$ cat src/rtl/lass_pkg.sv
package lass_pkg;

    localparam int DefPositionWidth = 18;
    localparam int DefTimeWidth     = 32;

    localparam logic [3:0] MODE_TICK  = 4'd0;
    localparam logic [3:0] MODE_HELLO = 4'd1;
    localparam logic [3:0] MODE_HB    = 4'd2;
    localparam logic [3:0] MODE_STAT  = 4'd3;
    localparam logic [3:0] MODE_STOP  = 4'd4;
    localparam logic [3:0] MODE_CLEAR = 4'd5;
    localparam logic [3:0] MODE_HOME  = 4'd6;
    localparam logic [3:0] MODE_ARM   = 4'd7;
    localparam logic [3:0] MODE_SET   = 4'd8;

    localparam logic [1:0] ST_NONE      = 2'd0;
    localparam logic [1:0] ST_REL_LOWER = 2'd1;
    localparam logic [1:0] ST_REL_UPPER = 2'd2;
    localparam logic [1:0] ST_SEEK      = 2'd3;

    localparam logic [2:0] F_NONE    = 3'd0;
    localparam logic [2:0] F_COMM    = 3'd1;
    localparam logic [2:0] F_BOTH    = 3'd2;
    localparam logic [2:0] F_HTIME   = 3'd3;
    localparam logic [2:0] F_RELEASE = 3'd4;
    localparam logic [2:0] F_ENDSTOP = 3'd5;

    localparam logic [1:0] REP_NONE = 2'd0;
    localparam logic [1:0] REP_ACK  = 2'd1;
    localparam logic [1:0] REP_ERR  = 2'd2;

    localparam logic [3:0] E_SESSION = 4'd0;
    localparam logic [3:0] E_STALE   = 4'd1;
    localparam logic [3:0] E_REUSE   = 4'd2;
    localparam logic [3:0] E_LIMITS  = 4'd3;
    localparam logic [3:0] E_FAULTED = 4'd4;
    localparam logic [3:0] E_NOTHOME = 4'd5;
    localparam logic [3:0] E_NOTARM  = 4'd6;
    localparam logic [3:0] E_RANGE   = 4'd7;
    localparam logic [3:0] E_LIMACT  = 4'd8;

    localparam logic [2:0] EV_NONE     = 3'd0;
    localparam logic [2:0] EV_REL_LO   = 3'd1;
    localparam logic [2:0] EV_REL_UP   = 3'd2;
    localparam logic [2:0] EV_SEEK     = 3'd3;
    localparam logic [2:0] EV_HOMED    = 3'd4;
    localparam logic [2:0] EV_REL_FAIL = 3'd5;
    localparam logic [2:0] EV_HTIME    = 3'd6;
    localparam logic [2:0] EV_COMM     = 3'd7;

    localparam logic [2:0] SC_FAULT  = 3'd0;
    localparam logic [2:0] SC_WAIT   = 3'd1;
    localparam logic [2:0] SC_HOMING = 3'd2;
    localparam logic [2:0] SC_DISARM = 3'd3;
    localparam logic [2:0] SC_IDLE   = 3'd4;
    localparam logic [2:0] SC_MOVING = 3'd5;

    localparam logic [2:0] MC_NONE = 3'd0;
    localparam logic [2:0] MC_HOLD = 3'd1;
    localparam logic [2:0] MC_MOVE = 3'd2;
    localparam logic [2:0] MC_UP   = 3'd3;
    localparam logic [2:0] MC_DOWN = 3'd4;
    localparam logic [2:0] MC_LOAD = 3'd5;

    localparam logic [2:0] CFG_DEBOUNCE = 3'd0;
    localparam logic [2:0] CFG_WATCHDOG = 3'd1;
    localparam logic [2:0] CFG_HTIMEOUT = 3'd2;
    localparam logic [2:0] CFG_RTIMEOUT = 3'd3;
    localparam logic [2:0] CFG_RTRAVEL  = 3'd4;
    localparam logic [2:0] CFG_TOL      = 3'd5;
    localparam logic [2:0] CFG_MAX      = 3'd6;
    localparam logic [2:0] CFG_LEVEL    = 3'd7;

endpackage

$ cat src/rtl/lift_axis_safety_supervisor.sv
// Lift axis safety supervisor.
// The input channel (i_valid/o_ready) carries one word per tick or decoded
// command; each accepted word yields exactly one result word on the output
// channel (o_valid/i_ready) carrying reply, event, status and motion command.
// A tick debounces both limit switches, checks the end stops, advances the
// homing stages and runs the watchdog and homing timers; a command is
// checked for session, sequence, fault, homing, arming, range and end-stop direction.
// A result is registered and presented in the cycle after its word is
// accepted. Throughput is one word per cycle while the receiver is ready,
// set by the single pass of state update logic between the supervisor state
// registers and the result register. While the receiver stalls, the result
// is held; a new word is accepted only when it is taken in the same cycle.
// The user must write configuration through i_cfg_we/i_cfg_index/i_cfg_data
// only while the block is idle (unchecked here); indices beyond the list are ignored.
// Synchronous active-low reset restores the register defaults, clears all
// faults, flags and the session, and empties the result register.
module lift_axis_safety_supervisor
    import lass_pkg::*;
#(
    parameter int POSITION_WIDTH = DefPositionWidth,
    parameter int TIME_WIDTH     = DefTimeWidth
) (
    input  logic                             i_clk,
    input  logic                             i_rst_n,
    input  logic                             i_cfg_we,
    input  logic [2:0]                       i_cfg_index,
    input  logic [17:0]                      i_cfg_data,
    input  logic                             i_valid,
    output logic                             o_ready,
    input  logic [3:0]                       i_mode,
    input  logic [31:0]                      i_now_ms,
    input  logic                             i_raw_lower,
    input  logic                             i_raw_upper,
    input  logic signed [POSITION_WIDTH-1:0] i_position,
    input  logic [31:0]                      i_session,
    input  logic [31:0]                      i_sequence_req,
    input  logic signed [POSITION_WIDTH-1:0] i_target_steps,
    output logic                             o_valid,
    input  logic                             i_ready,
    output logic [1:0]                       o_reply,
    output logic [3:0]                       o_reply_code,
    output logic [2:0]                       o_event_res,
    output logic [2:0]                       o_state_code,
    output logic [2:0]                       o_fault_code,
    output logic                             o_homed,
    output logic                             o_armed,
    output logic [2:0]                       o_motion_cmd,
    output logic signed [POSITION_WIDTH-1:0] o_motion_value,
    output logic                             o_lower_limit,
    output logic                             o_upper_limit
);

    localparam int PW = POSITION_WIDTH;
    localparam int TW = TIME_WIDTH;
    // Wide enough for positions and the 17-bit travel limits with sign.
    localparam int AW = ((PW > 18) ? PW : 18) + 2;

    // Configuration registers.
    logic [7:0]  r_debounce;
    logic [15:0] r_watchdog;
    logic [17:0] r_htimeout;
    logic [15:0] r_rtimeout;
    logic [15:0] r_rtravel;
    logic [15:0] r_tol;
    logic [16:0] r_max;
    logic        r_level;

    // Supervisor state.
    logic [1:0]          r_stable, n_stable;
    logic [1:0]          r_cand, n_cand;
    logic [TW-1:0]       r_since0, n_since0, r_since1, n_since1;
    logic [2:0]          r_fault, n_fault;
    logic                r_homed, n_homed, r_armed, n_armed, r_homing, n_homing;
    logic [1:0]          r_stage, n_stage;
    logic                r_sact, n_sact;
    logic [31:0]         r_sid, n_sid, r_retired, n_retired;
    logic                r_seq_seen, n_seq_seen;
    logic [31:0]         r_last_seq, n_last_seq;
    logic [TW-1:0]       r_last_cmd, n_last_cmd, r_hstart, n_hstart, r_sstart, n_sstart;
    logic signed [PW-1:0] r_rel_pos, n_rel_pos, r_target, n_target;

    // Result register.
    logic                r_ovalid;
    logic [1:0]          r_reply, n_reply;
    logic [3:0]          r_code, n_code;
    logic [2:0]          r_ev, n_ev;
    logic [2:0]          r_sc, n_sc;
    logic [2:0]          r_mc, n_mc;
    logic signed [PW-1:0] r_mv, n_mv;

    logic                    accept;
    logic [TW-1:0]           now;
    logic signed [PW-1:0]    cur;
    logic signed [AW-1:0]    cur_w, tol_w, max_w, tgt_w, dist_w;
    logic [31:0]             seq_d;

    assign o_ready = !r_ovalid || i_ready;
    assign accept  = i_valid && o_ready;
    assign now     = i_now_ms[TW-1:0];
    assign cur_w   = AW'(i_position);
    assign tol_w   = AW'({1'b0, r_tol});
    assign max_w   = AW'({1'b0, r_max});
    assign tgt_w   = AW'(i_target_steps);
    assign seq_d   = i_sequence_req - r_last_seq;

    always_comb begin
        logic lo, up, s;
        lo = 1'b0; up = 1'b0; s = 1'b0;
        n_stable = r_stable;  n_cand = r_cand;
        n_since0 = r_since0;  n_since1 = r_since1;
        n_fault = r_fault;    n_homed = r_homed;  n_armed = r_armed;
        n_homing = r_homing;  n_stage = r_stage;  n_sact = r_sact;
        n_sid = r_sid;        n_retired = r_retired;
        n_seq_seen = r_seq_seen; n_last_seq = r_last_seq;
        n_last_cmd = r_last_cmd; n_hstart = r_hstart; n_sstart = r_sstart;
        n_rel_pos = r_rel_pos;   n_target = r_target;
        n_reply = REP_NONE; n_code = E_SESSION; n_ev = EV_NONE;
        n_mc = MC_NONE; n_mv = '0;
        cur = i_position;
        dist_w = '0;

        if (i_mode == MODE_TICK) begin
            // Debounce, one switch at a time.
            s = i_raw_lower;
            if (s != r_cand[0]) begin
                n_cand[0] = s; n_since0 = now;
            end else if (r_stable[0] != r_cand[0]
                         && (now - r_since0) >= TW'(r_debounce)) begin
                n_stable[0] = r_cand[0];
            end
            s = i_raw_upper;
            if (s != r_cand[1]) begin
                n_cand[1] = s; n_since1 = now;
            end else if (r_stable[1] != r_cand[1]
                         && (now - r_since1) >= TW'(r_debounce)) begin
                n_stable[1] = r_cand[1];
            end
            lo = (n_stable[0] == r_level);
            up = (n_stable[1] == r_level);

            // End stops and homing stages.
            if (lo && up) begin
                n_target = cur;
                if (n_mc != MC_LOAD) begin n_mc = MC_HOLD; n_mv = cur; end
                n_armed = 1'b0; n_homing = 1'b0; n_stage = ST_NONE; n_homed = 1'b0;
                n_fault = F_BOTH;
            end else if (r_homing) begin
                if ((r_stage == ST_REL_LOWER || r_stage == ST_SEEK) && up) begin
                    n_target = cur; n_mc = MC_HOLD; n_mv = cur;
                    n_armed = 1'b0; n_homing = 1'b0; n_stage = ST_NONE;
                    n_homed = 1'b0;
                    if (r_fault == F_NONE) n_fault = F_RELEASE;
                    n_ev = EV_REL_FAIL;
                end else if ((r_stage == ST_REL_LOWER && !lo)
                             || (r_stage == ST_REL_UPPER && !up)) begin
                    n_target = cur; n_stage = ST_SEEK; n_sstart = now;
                    n_mc = MC_DOWN; n_mv = '0; n_ev = EV_SEEK;
                end else if (r_stage == ST_SEEK && lo) begin
                    cur = '0; n_target = '0; n_mc = MC_LOAD; n_mv = '0;
                    n_homed = 1'b1; n_homing = 1'b0; n_stage = ST_NONE;
                    n_armed = 1'b0; n_ev = EV_HOMED;
                end
            end else if (r_armed) begin
                if ((lo && cur_w > tol_w) || (up && cur_w < max_w - tol_w)) begin
                    n_target = cur; n_mc = MC_HOLD; n_mv = cur;
                    n_armed = 1'b0; n_homing = 1'b0; n_stage = ST_NONE;
                    n_homed = 1'b0;
                    if (r_fault == F_NONE) n_fault = F_ENDSTOP;
                end else if (lo && r_target < cur) begin
                    cur = '0; n_target = '0; n_mc = MC_LOAD; n_mv = '0;
                end else if (up && r_target > cur) begin
                    cur = PW'(max_w); n_target = cur; n_mc = MC_LOAD; n_mv = cur;
                end
            end

            // Watchdog.
            if (r_sact && (n_armed || n_homing)
                && (now - r_last_cmd) > TW'(r_watchdog)) begin
                n_target = cur;
                if (n_mc != MC_LOAD) begin n_mc = MC_HOLD; n_mv = cur; end
                n_armed = 1'b0; n_homing = 1'b0; n_stage = ST_NONE;
                if (n_fault == F_NONE) n_fault = F_COMM;
                if (r_sid != 32'd0) n_retired = r_sid;
                n_sact = 1'b0; n_sid = '0; n_seq_seen = 1'b0; n_last_seq = '0;
                n_ev = EV_COMM;
            end

            // Homing motion and timers.
            if (n_fault == F_NONE && n_homing) begin
                if (n_stage == ST_REL_LOWER || n_stage == ST_REL_UPPER) begin
                    dist_w = cur_w - AW'(n_rel_pos);
                    if (dist_w < 0) dist_w = -dist_w;
                    if (dist_w > AW'({1'b0, r_rtravel})
                        || (now - n_sstart) > TW'(r_rtimeout)) begin
                        n_target = cur;
                        if (n_mc != MC_LOAD) begin n_mc = MC_HOLD; n_mv = cur; end
                        n_armed = 1'b0; n_homing = 1'b0; n_stage = ST_NONE;
                        n_homed = 1'b0; n_fault = F_RELEASE; n_ev = EV_REL_FAIL;
                    end else begin
                        n_mc = (n_stage == ST_REL_LOWER) ? MC_UP : MC_DOWN;
                        n_mv = '0;
                    end
                end else if ((now - r_hstart) > TW'(r_htimeout)) begin
                    n_target = cur;
                    if (n_mc != MC_LOAD) begin n_mc = MC_HOLD; n_mv = cur; end
                    n_armed = 1'b0; n_homing = 1'b0; n_stage = ST_NONE;
                    n_homed = 1'b0; n_fault = F_HTIME; n_ev = EV_HTIME;
                end else begin
                    n_mc = MC_DOWN; n_mv = '0;
                end
            end
        end else if (i_mode == MODE_HELLO) begin
            n_target = cur; n_mc = MC_HOLD; n_mv = cur;
            n_armed = 1'b0; n_homing = 1'b0; n_stage = ST_NONE;
            if (r_sact && i_session == r_sid) begin
                n_last_cmd = now; n_reply = REP_ACK;
            end else if (i_session == 32'd0 || i_session == r_retired) begin
                n_reply = REP_ERR; n_code = E_REUSE;
            end else begin
                if (r_sact) n_retired = r_sid;
                n_sid = i_session; n_sact = 1'b1; n_seq_seen = 1'b0;
                n_last_seq = '0; n_last_cmd = now; n_reply = REP_ACK;
            end
        end else if (i_mode <= MODE_SET) begin
            lo = (r_stable[0] == r_level);
            up = (r_stable[1] == r_level);
            if (!r_sact || i_session != r_sid) begin
                n_reply = REP_ERR; n_code = E_SESSION;
            end else if (r_seq_seen && !(seq_d != 32'd0 && !seq_d[31])) begin
                n_reply = REP_ERR; n_code = E_STALE;
            end else begin
                n_seq_seen = 1'b1; n_last_seq = i_sequence_req; n_reply = REP_ACK;
                case (i_mode) inside
                    MODE_HB: n_last_cmd = now;
                    MODE_STOP, MODE_CLEAR: begin
                        n_target = cur; n_mc = MC_HOLD; n_mv = cur;
                        n_armed = 1'b0; n_homing = 1'b0; n_stage = ST_NONE;
                        if (i_mode == MODE_STOP) n_last_cmd = now;
                        else if (lo && up) begin
                            n_reply = REP_ERR; n_code = E_LIMITS;
                        end else begin
                            n_fault = F_NONE; n_last_cmd = now;
                        end
                    end
                    MODE_HOME, MODE_ARM, MODE_SET: begin
                        if (r_fault != F_NONE) begin
                            n_reply = REP_ERR; n_code = E_FAULTED;
                        end else if (i_mode == MODE_HOME) begin
                            n_last_cmd = now; n_target = cur;
                            n_armed = 1'b0; n_homed = 1'b0; n_homing = 1'b1;
                            n_hstart = now; n_sstart = now; n_mv = '0;
                            if (lo) begin
                                n_stage = ST_REL_LOWER; n_rel_pos = cur;
                                n_mc = MC_UP; n_ev = EV_REL_LO;
                            end else if (up) begin
                                n_stage = ST_REL_UPPER; n_rel_pos = cur;
                                n_mc = MC_DOWN; n_ev = EV_REL_UP;
                            end else begin
                                n_stage = ST_SEEK; n_mc = MC_DOWN; n_ev = EV_SEEK;
                            end
                        end else if (i_mode == MODE_ARM) begin
                            if (!r_homed) begin
                                n_reply = REP_ERR; n_code = E_NOTHOME;
                            end else begin
                                n_armed = 1'b1; n_homing = 1'b0; n_stage = ST_NONE;
                                n_target = cur; n_mc = MC_MOVE; n_mv = cur;
                                n_last_cmd = now;
                            end
                        end else if (!r_armed || !r_homed) begin
                            n_reply = REP_ERR; n_code = E_NOTARM;
                        end else if (tgt_w < 0 || tgt_w > max_w) begin
                            n_reply = REP_ERR; n_code = E_RANGE;
                        end else if ((tgt_w < cur_w && lo) || (tgt_w > cur_w && up)) begin
                            n_reply = REP_ERR; n_code = E_LIMACT;
                        end else begin
                            n_target = i_target_steps; n_mc = MC_MOVE;
                            n_mv = i_target_steps; n_last_cmd = now;
                        end
                    end
                    default: ;
                endcase
            end
        end

        if (n_fault != F_NONE)  n_sc = SC_FAULT;
        else if (!n_sact)       n_sc = SC_WAIT;
        else if (n_homing)      n_sc = SC_HOMING;
        else if (!n_armed)      n_sc = SC_DISARM;
        else                    n_sc = (n_target == cur) ? SC_IDLE : SC_MOVING;
    end

    always_ff @(posedge i_clk) begin
        if (!i_rst_n) begin
            r_debounce <= 8'd15;   r_watchdog <= 16'd300;
            r_htimeout <= 18'd65000; r_rtimeout <= 16'd5000;
            r_rtravel <= 16'd2500; r_tol <= 16'd1000;
            r_max <= 17'd52000;    r_level <= 1'b1;
        end else if (i_cfg_we) begin
            unique case (i_cfg_index)
                CFG_DEBOUNCE: r_debounce <= i_cfg_data[7:0];
                CFG_WATCHDOG: r_watchdog <= i_cfg_data[15:0];
                CFG_HTIMEOUT: r_htimeout <= i_cfg_data;
                CFG_RTIMEOUT: r_rtimeout <= i_cfg_data[15:0];
                CFG_RTRAVEL:  r_rtravel  <= i_cfg_data[15:0];
                CFG_TOL:      r_tol      <= i_cfg_data[15:0];
                CFG_MAX:      r_max      <= i_cfg_data[16:0];
                CFG_LEVEL:    r_level    <= i_cfg_data[0];
                default: ;
            endcase
        end
    end

    always_ff @(posedge i_clk) begin
        if (!i_rst_n) begin
            r_stable <= 2'b00; r_cand <= 2'b00;
            r_since0 <= '0; r_since1 <= '0;
            r_fault <= F_NONE; r_homed <= 1'b0; r_armed <= 1'b0; r_homing <= 1'b0;
            r_stage <= ST_NONE; r_sact <= 1'b0; r_sid <= '0; r_retired <= '0;
            r_seq_seen <= 1'b0; r_last_seq <= '0; r_last_cmd <= '0;
            r_hstart <= '0; r_sstart <= '0; r_rel_pos <= '0; r_target <= '0;
            r_ovalid <= 1'b0;
        end else begin
            if (accept) begin
                r_stable <= n_stable; r_cand <= n_cand;
                r_since0 <= n_since0; r_since1 <= n_since1;
                r_fault <= n_fault; r_homed <= n_homed; r_armed <= n_armed;
                r_homing <= n_homing; r_stage <= n_stage; r_sact <= n_sact;
                r_sid <= n_sid; r_retired <= n_retired;
                r_seq_seen <= n_seq_seen; r_last_seq <= n_last_seq;
                r_last_cmd <= n_last_cmd; r_hstart <= n_hstart; r_sstart <= n_sstart;
                r_rel_pos <= n_rel_pos; r_target <= n_target;
            end
            if (accept) r_ovalid <= 1'b1;
            else if (i_ready) r_ovalid <= 1'b0;
        end
    end

    // The switch stable levels reset to the inactive level of the default
    // polarity, which is active high, so zero is inactive.
    always_ff @(posedge i_clk) begin
        if (accept) begin
            r_reply <= n_reply;
            r_code  <= (n_reply == REP_ERR) ? n_code : E_SESSION;
            r_ev    <= n_ev;
            r_sc    <= n_sc;
            r_mc    <= n_mc;
            r_mv    <= n_mv;
        end
    end

    assign o_valid        = r_ovalid;
    assign o_reply        = r_reply;
    assign o_reply_code   = r_code;
    assign o_event_res    = r_ev;
    assign o_state_code   = r_sc;
    assign o_fault_code   = r_fault;
    assign o_homed        = r_homed;
    assign o_armed        = r_armed;
    assign o_motion_cmd   = r_mc;
    assign o_motion_value = r_mv;
    assign o_lower_limit  = (r_stable[0] == r_level);
    assign o_upper_limit  = (r_stable[1] == r_level);

    a_no_fault_armed: assert property (@(posedge i_clk) disable iff (!i_rst_n)
        r_fault != F_NONE |-> !r_armed)
        else $error("armed while a fault is latched");
    a_armed_not_homing: assert property (@(posedge i_clk) disable iff (!i_rst_n)
        !(r_armed && r_homing))
        else $error("armed and homing together");
    a_stall_holds: assert property (@(posedge i_clk) disable iff (!i_rst_n)
        r_ovalid && !i_ready |=> r_ovalid && $stable(r_mc) && $stable(r_reply))
        else $error("result changed under stall");
    a_homing_stage: assert property (@(posedge i_clk) disable iff (!i_rst_n)
        r_homing |-> r_stage != ST_NONE)
        else $error("homing without a stage");

endmodule
$ cat config.mk
export PLATFORM = sky130hd
export DESIGN_NAME = lift_axis_safety_supervisor
export DESIGN_NICKNAME = d
export VERILOG_FILES = /design/src/rtl/lass_pkg.sv /design/src/rtl/lift_axis_safety_supervisor.sv
export SDC_FILE = /design/constraint.sdc
export NUM_CORES = 2
export LEC_CHECK = 0
export BUFFER_PORTS_ARGS = -buffer_cell sky130_fd_sc_hd__buf_2
export CELL_PAD_IN_SITES_DETAIL_PLACEMENT = 0
export CELL_PAD_IN_SITES_GLOBAL_PLACEMENT = 2
export CORE_MARGIN = 3
export CORE_UTILIZATION = 40
export CTS_CLUSTER_SIZE = 10
export DETAILED_ROUTE_END_ITERATION = 10
export GPL_TIMING_DRIVEN = 0
export PLACE_DENSITY_LB_ADDON = 0.1
export SLEW_MARGIN = 20
export SYNTH_ARGS = -nofsm -noshare
export SYNTH_HDL_FRONTEND = slang
export SYNTH_SLANG_ARGS = --single-unit
$ cat constraint.sdc
create_clock -name i_clk -period 28.9 [get_ports i_clk]
set_clock_uncertainty 0.2 [all_clocks]
set_input_delay 5.78 -clock i_clk [delete_from_list [all_inputs] [get_ports i_clk]]
set_output_delay 5.78 -clock i_clk [all_outputs]
set_load 0.05 [all_outputs]
=== Word-level counts from Yosys, hierarchy flattened ===
Index checks and enable logic that the tools add are counted.

* Register bits: 448
* Input bits: 164
* Output and inout port bits: 42
* Word-level logic and storage cells: 585

* Add/subtract/negate cells: 9
* Order comparisons: 16
* Equality and inequality tests: 59
* Mux-type cells: 366
* Bitwise logic cells: 10
* Reduce and logical (&&, ||, !) cells: 88

{| class="wikitable"
|+ Operator list
! kind !! number
|-
| two-way mux 32 bit || 52
|-
| two-way mux 18 bit || 68
|-
| two-way mux 3 bit || 67
|-
| subtractor 32 bit || 6
|-
| two-way mux 2 bit || 65
|-
| two-way mux 1 bit || 95
|-
| two-way mux 20 bit || 4
|-
| equality test 32 bit || 2
|-
| greater-or-equal comparator 32 x 8 -> 1 bit || 2
|-
| > comparator 32 x 16 -> 1 bit || 2
|-
| nonzero test 32 bit || 2
|-
| > comparator 18 bit || 3
|-
| < comparator 18 bit || 3
|-
| two-way mux 4 bit || 13
|-
| two-way mux 17 bit || 2
|-
| > comparator 32 x 18 -> 1 bit || 1
|-
| logical NOT 32 bit || 1
|-
| inequality test 32 bit || 1
|-
| inequality test 3 bit (second input constant) || 8
|-
| inequality test 6 x 5 -> 1 bit (second input constant) || 4
|-
| logical AND 1 bit || 21
|-
| > comparator 20 x 16 -> 1 bit || 1
|-
| inequality test 2 bit (second input constant) || 10
|-
| negator 19 -> 20 bit || 1
|-
| 42 further kinds || 114
|}

=== Longest topological paths before layout ===
* Depth in word-level cells: 36
* Gate-level depth with buffers: 53
* Mapped depth without buffers: 48

=== Least setup slack after synthesis ===
Ideal clock, no wire load.

* Kind: input-to-reg
* Start point: in i_now_ms[0]
* End point: reg r_sc[0] (netlist: o_state_code[0]), data pin
* Setup time: 0.259 ns
* Arrival time: 16.052 ns
* Data required time: 28.441 ns
* Slack: 12.389 ns
* Stages: 50
* Cells stage by stage: inv_1 > ha_1 > fa_1 > nand2b_1 > a21oi_1 > nor2_1 > xnor2_1 > ha_1 > a21o_1 > a2111oi_0 > o211ai_1 > a2111o_1 > or4_1 > nor2_2 > nand4_2 > a311oi_2 > and2_1 > clkbuf_1 > [... 14 more ...] > nand3_1 > nor2_1 > a221oi_1 > a311oi_1 > a2111oi_0 > nand4_1 > a211oi_1 > and4_1 > nand2_1 > o31a_1 > and2_1 > buf_4 > mux2_2 > a211o_1 > a21oi_1 > nor3b_1 > or4_1 > o31a_1

* Cells in the longest elaborated chain, start to end: 30
* Elaborated cells between the ends (all ways): 131
* Classes of those cells: add/sub (5); order compare (5); eq/ne (5); mux (92); reduce/logical (24)

{| class="wikitable"
|+ RTL lines
! what !! line !! text
|-
| from (decl) || lift_axis_safety_supervisor.sv:31 || <nowiki>input logic [31:0] i_now_ms,</nowiki>
|-
| branches (longest 30 deep; another with subtractor 32 bit) || -- ||
|-
| to (signal assigned) || lift_axis_safety_supervisor.sv:345 || <nowiki>r_sc <= n_sc;</nowiki>
|-
| to (decl) || lift_axis_safety_supervisor.sv:87 || <nowiki>logic [2:0] r_sc, n_sc;</nowiki>
|}

Several ways; the timed one is not identified. The select of a mux whose other input is x is not followed.
A chain may end at the register's enable or synchronous reset.

=== Worst setup path in the final report ===
* Start point: in i_now_ms[1]
* End point: reg r_mv[11] (netlist: o_motion_value[11]), data pin

* Cells in the longest elaborated chain, start to end: 26
* Elaborated cells between the ends (all ways): 121
* Classes of those cells: add/sub (5); order compare (5); eq/ne (6); mux (82); reduce/logical (23)

{| class="wikitable"
|+ RTL lines
! what !! line !! text
|-
| branches (longest 24 deep; another with subtractor 32 bit) || -- ||
|-
| two-way mux 18 bit * || lift_axis_safety_supervisor.sv:189 || <nowiki>if (n_fault == F_NONE && n_homing) begin</nowiki>
|-
| two-way mux 18 bit * || lift_axis_safety_supervisor.sv:122 || <nowiki>if (i_mode == MODE_TICK) begin</nowiki>
|-
| via n_mv[11] || lift_axis_safety_supervisor.sv:89 || <nowiki>logic signed [PW-1:0] r_mv, n_mv;</nowiki>
|-
| to (signal assigned) || lift_axis_safety_supervisor.sv:347 || <nowiki>r_mv <= n_mv;</nowiki>
|-
| to (decl) || lift_axis_safety_supervisor.sv:89 ||
|}

Mark *: on every way through the listed nets, which the timed path passes. The select of a mux whose other input is x is not followed.

==> key figures <==
Layout
  – Fin nets: 6364
  – Synth-to-Final Area Change: 11.28%
  – Non-Filler Instances: around 7100
  – Most frequent cells in the layout: nand2_1, a21oi_1, dfxtp_1
  – Share of layout cells above drive strength 1: 6.856%
  – Fin area: 44980 µm²
  – Filler Cells Inserted: ~11000
  – Commonest non-fill, non-tap cell in the layout: nand2_1

Placement
  – Placed Instance Area: about 43000 µm²
  – Placed Instances: 7028
  – Pre-CTS WS: 7.988 ns
  – DP HPWL: 148.0 mm
  – PortBufs: about 200
  – Routability cong.: 1.061

Clock network
  – Hold_buf cts: 0
  – H-tree lvl count: 2
  – Max clock buf depth: 3
  – Clock tree from TritonCTS: built
  – Post-CTS Setup Repair Bufs: 0
  – Post-cts sizing count: 0
  – CTS sink count: about 450
  – Later-pin clock latency in the skew report: 0.69 ns
  – CTS Buf Count: 57
  – Worst-path clk slew: 0.05 ns
  – Root Buffer: clkbuf_16

STA
  – RSZ-0062 raised after global routing: false
  – Slew at the pin with the worst max-slew slack: 1.295 ns
  – Final setup TNS: 0 ns
  – Minimum clock period: 20.70 ns
  – Final WS setup: slightly above 8 ns
  – Final setup vio count: 0
  – Slew Limit Fails: 0
  – Fin crit share: 71.62%
  – Final hold violation count: 0
  – Fmax: 48.31 MHz
  – Slew margin rel.: 12.88%

Global route
  – First-pass GRT wire length: 271.3 mm
  – Largest net degree at the start of global routing: 43
  – Gr ovfl total: 0
  – Gr usage total: 34.71%
  – Initial antenna violation count: 7
  – Vias in the first global route: around 40000

Die
  – # rows: 115
  – Die X-Extent: 323.9 µm
  – DIE HEIGHT: between 300 and 400 µm
  – I/O Pins: 206
  – Die footprint: ~100000 µm²
  – Core area: 99280 µm²
  – Initial Util: between 40% and 50%

Critical path
  – Max Fanout on Critical Path: 13
  – CP Data Arrival Time: 20.93 ns
  – Slowest-stage cell, CP: nor3_1
  – Worst setup SP type: input pin
  – R2r setup slk: 13.63 ns
  – Critical path's largest stage delay: 0.84 ns
  – Crit-path most repeated cell: nand2_1
  – Crit end category: flip-flop
  – Req. time, crit path: 29.13 ns
  – CP Class: input pin to flip-flop

Power and ir drop
  – Sequential power share: 34.7%
  – PwrDens: between 40 and 50 nW/µm²
  – Sw frac: 34.54%
  – Leakage: 17.10 nW
  – Net load switching power: 0.6426 mW
  – Clock share of power: 39.6%
  – Int Power: 1.218 mW
  – Max VDD drop: 0.05008 mV
  – Combinational power share: 25.7%
  – Final Power: 1.860 mW

Route
  – Iteration-0 DRC count of the detailed router: between 4000 and 5000
  – Drt pass-1 iters: 6
  – Post-route ant nets: 0
  – Drt via density: 6.161
  – Routed wire length: 188.8 mm
  – Via Count: 43880
  – DR DRC count: 0
  – WL/cell: 26.51 µm

Yosys
  – Distinct cells, synth: a little over 100
  – Mapped Area: 40420 µm²
  – Avg Cell Area, Syn: 7.296 µm²
  – Asr flop ratio synth: 0%
  – Top FF cell, synth: dfxtp_1
  – Register area share after synthesis: 23.01%
  – Seq cells post-synth: 448
  – Syn_nets: around 6000
  – Post-Synthesis Cells: 5540
  – EDFF count, synth: 33
  – Yosys warns: 0

Flow run
  – Max-cap viol count: 0

Min path
  – Worst Hold Class: flip-flop to flip-flop

Status
  – Status: completed
flip-flops by register name, indices dropped and copies added (netlist names), 18 cells and up:
signal          cells
r_last_seq         32
r_since0           32
r_last_cmd         32
r_hstart           32
r_rel_pos          18
r_target           18
r_sid              32
r_sstart           32
r_retired          32
r_htimeout         18
o_motion_value     18
r_since1           32
worst max-delay path, delay by kind of cell:
family,cells,cell delay [ns]
buffers and inverters,7,2.85
AND/OR/NAND/NOR,18,4.88
multiplexers,1,0.36
XOR/XNOR,2,0.21
adder cells (fa/ha/maj),4,1.59
AO/OA/AOI/OAI,17,5.20
synth_stat cells (32+ instances only):
cell type	count	area, µm²
a211oi_1	58	435.4
a21o_1	136	1021
a21oi_1	623	3118
a22oi_1	56	420.4
a31oi_1	39	244.0
and3_1	50	312.8
clkbuf_1	236	885.9
dfxtp_1	415	8308
edfxtp_1	33	991.0
ha_1	392	4905
inv_1	406	1524
mux2i_1	129	1291
nand2_1	800	3003
nand2b_1	49	306.5
nand3_1	135	675.7
nand4_1	92	575.6
nor2_1	399	1498
nor2b_1	46	287.8
nor3_1	94	470.5
nor4_1	66	412.9
o211ai_1	95	713.2
o21a_1	54	405.4
o21ai_0	265	1326
o31ai_1	32	240.2
xnor2_1	126	1104
xor2_1	76	665.6
routing by layer:
metal / wire (µm) / up-vias / global-route usage (%)
met5: 9 / - / 0
met2: 80410 / 1865 / 53.23
met4: 10600 / 2 / 17.09
li1: - / 20620 / -
met1: 82360 / 20960 / 46.92
met3: 15440 / 428 / 6.164
layout make-up:
cell class | count | area [µm²] | share of cell area, %
multi-input combinational | 4409 | 28580 | 63.53
sequential | 448 | 9299 | 20.67
tap | 1287 | 1610 | 3.580
clock buffer | 78 | 1597 | 3.550
inverter | 412 | 1546 | 3.438
buffer | 271 | 1067 | 2.373
timing repair buffer | 201 | 1015 | 2.256
clock inverter | 15 | 265.3 | 0.5897
antenna | 1 | 2.502 | 0.005564
final timing paths:
check	startpoint	endpoint	cells after the start
min	r_hstart[20]	r_hstart[20]	2
max reg2reg	r_since1[0]	o_motion_value[11]	48
max	i_now_ms[1]	o_motion_value[11]	49
min reg2reg	r_hstart[20]	r_hstart[20]	2
per-stage QoR:
step / hold slack, ns / utilization (%)
3_5_place_dp: 0.2436 / 43.41
4_1_cts: 0.2519 / 45.29
3_3_place_gp: 0.2384 / 43.34
5_1_grt: 0.2670 / 45.30
6_report: 0.2484 / 45.30
2_1_floorplan: 0.2319 / -
logic make-up (layout without fill, tap and decap cells):
family | count (synthesis) | after routing | share of synthesized area (%)
adders and majority gates | 400 | 400 | 12.53
other | 0 | 1 | 0
AOI/OAI and AO/OA | 1736 | 1736 | 27.71
muxes | 143 | 143 | 3.585
xor gates and xnor gates | 202 | 202 | 4.377
buffers and inverters | 683 | 977 | 6.439
and+or+nand+nor | 1928 | 1928 | 22.35
DFF | 448 | 448 | 23.01
power by group through the flow:
stage / sequential [mW] / combinational [mW] / clock (mW)
detailed placement: 0.658 / 0.465 / 0
global route: 0.646 / 0.517 / 0.772
CTS: 0.645 / 0.468 / 0.750
global placement: 0.658 / 0.465 / 0
floorplan: 0.665 / 0.285 / 0
finish: 0.645 / 0.479 / 0.736
No activity file was read; power rests on OpenSTA's default activity.
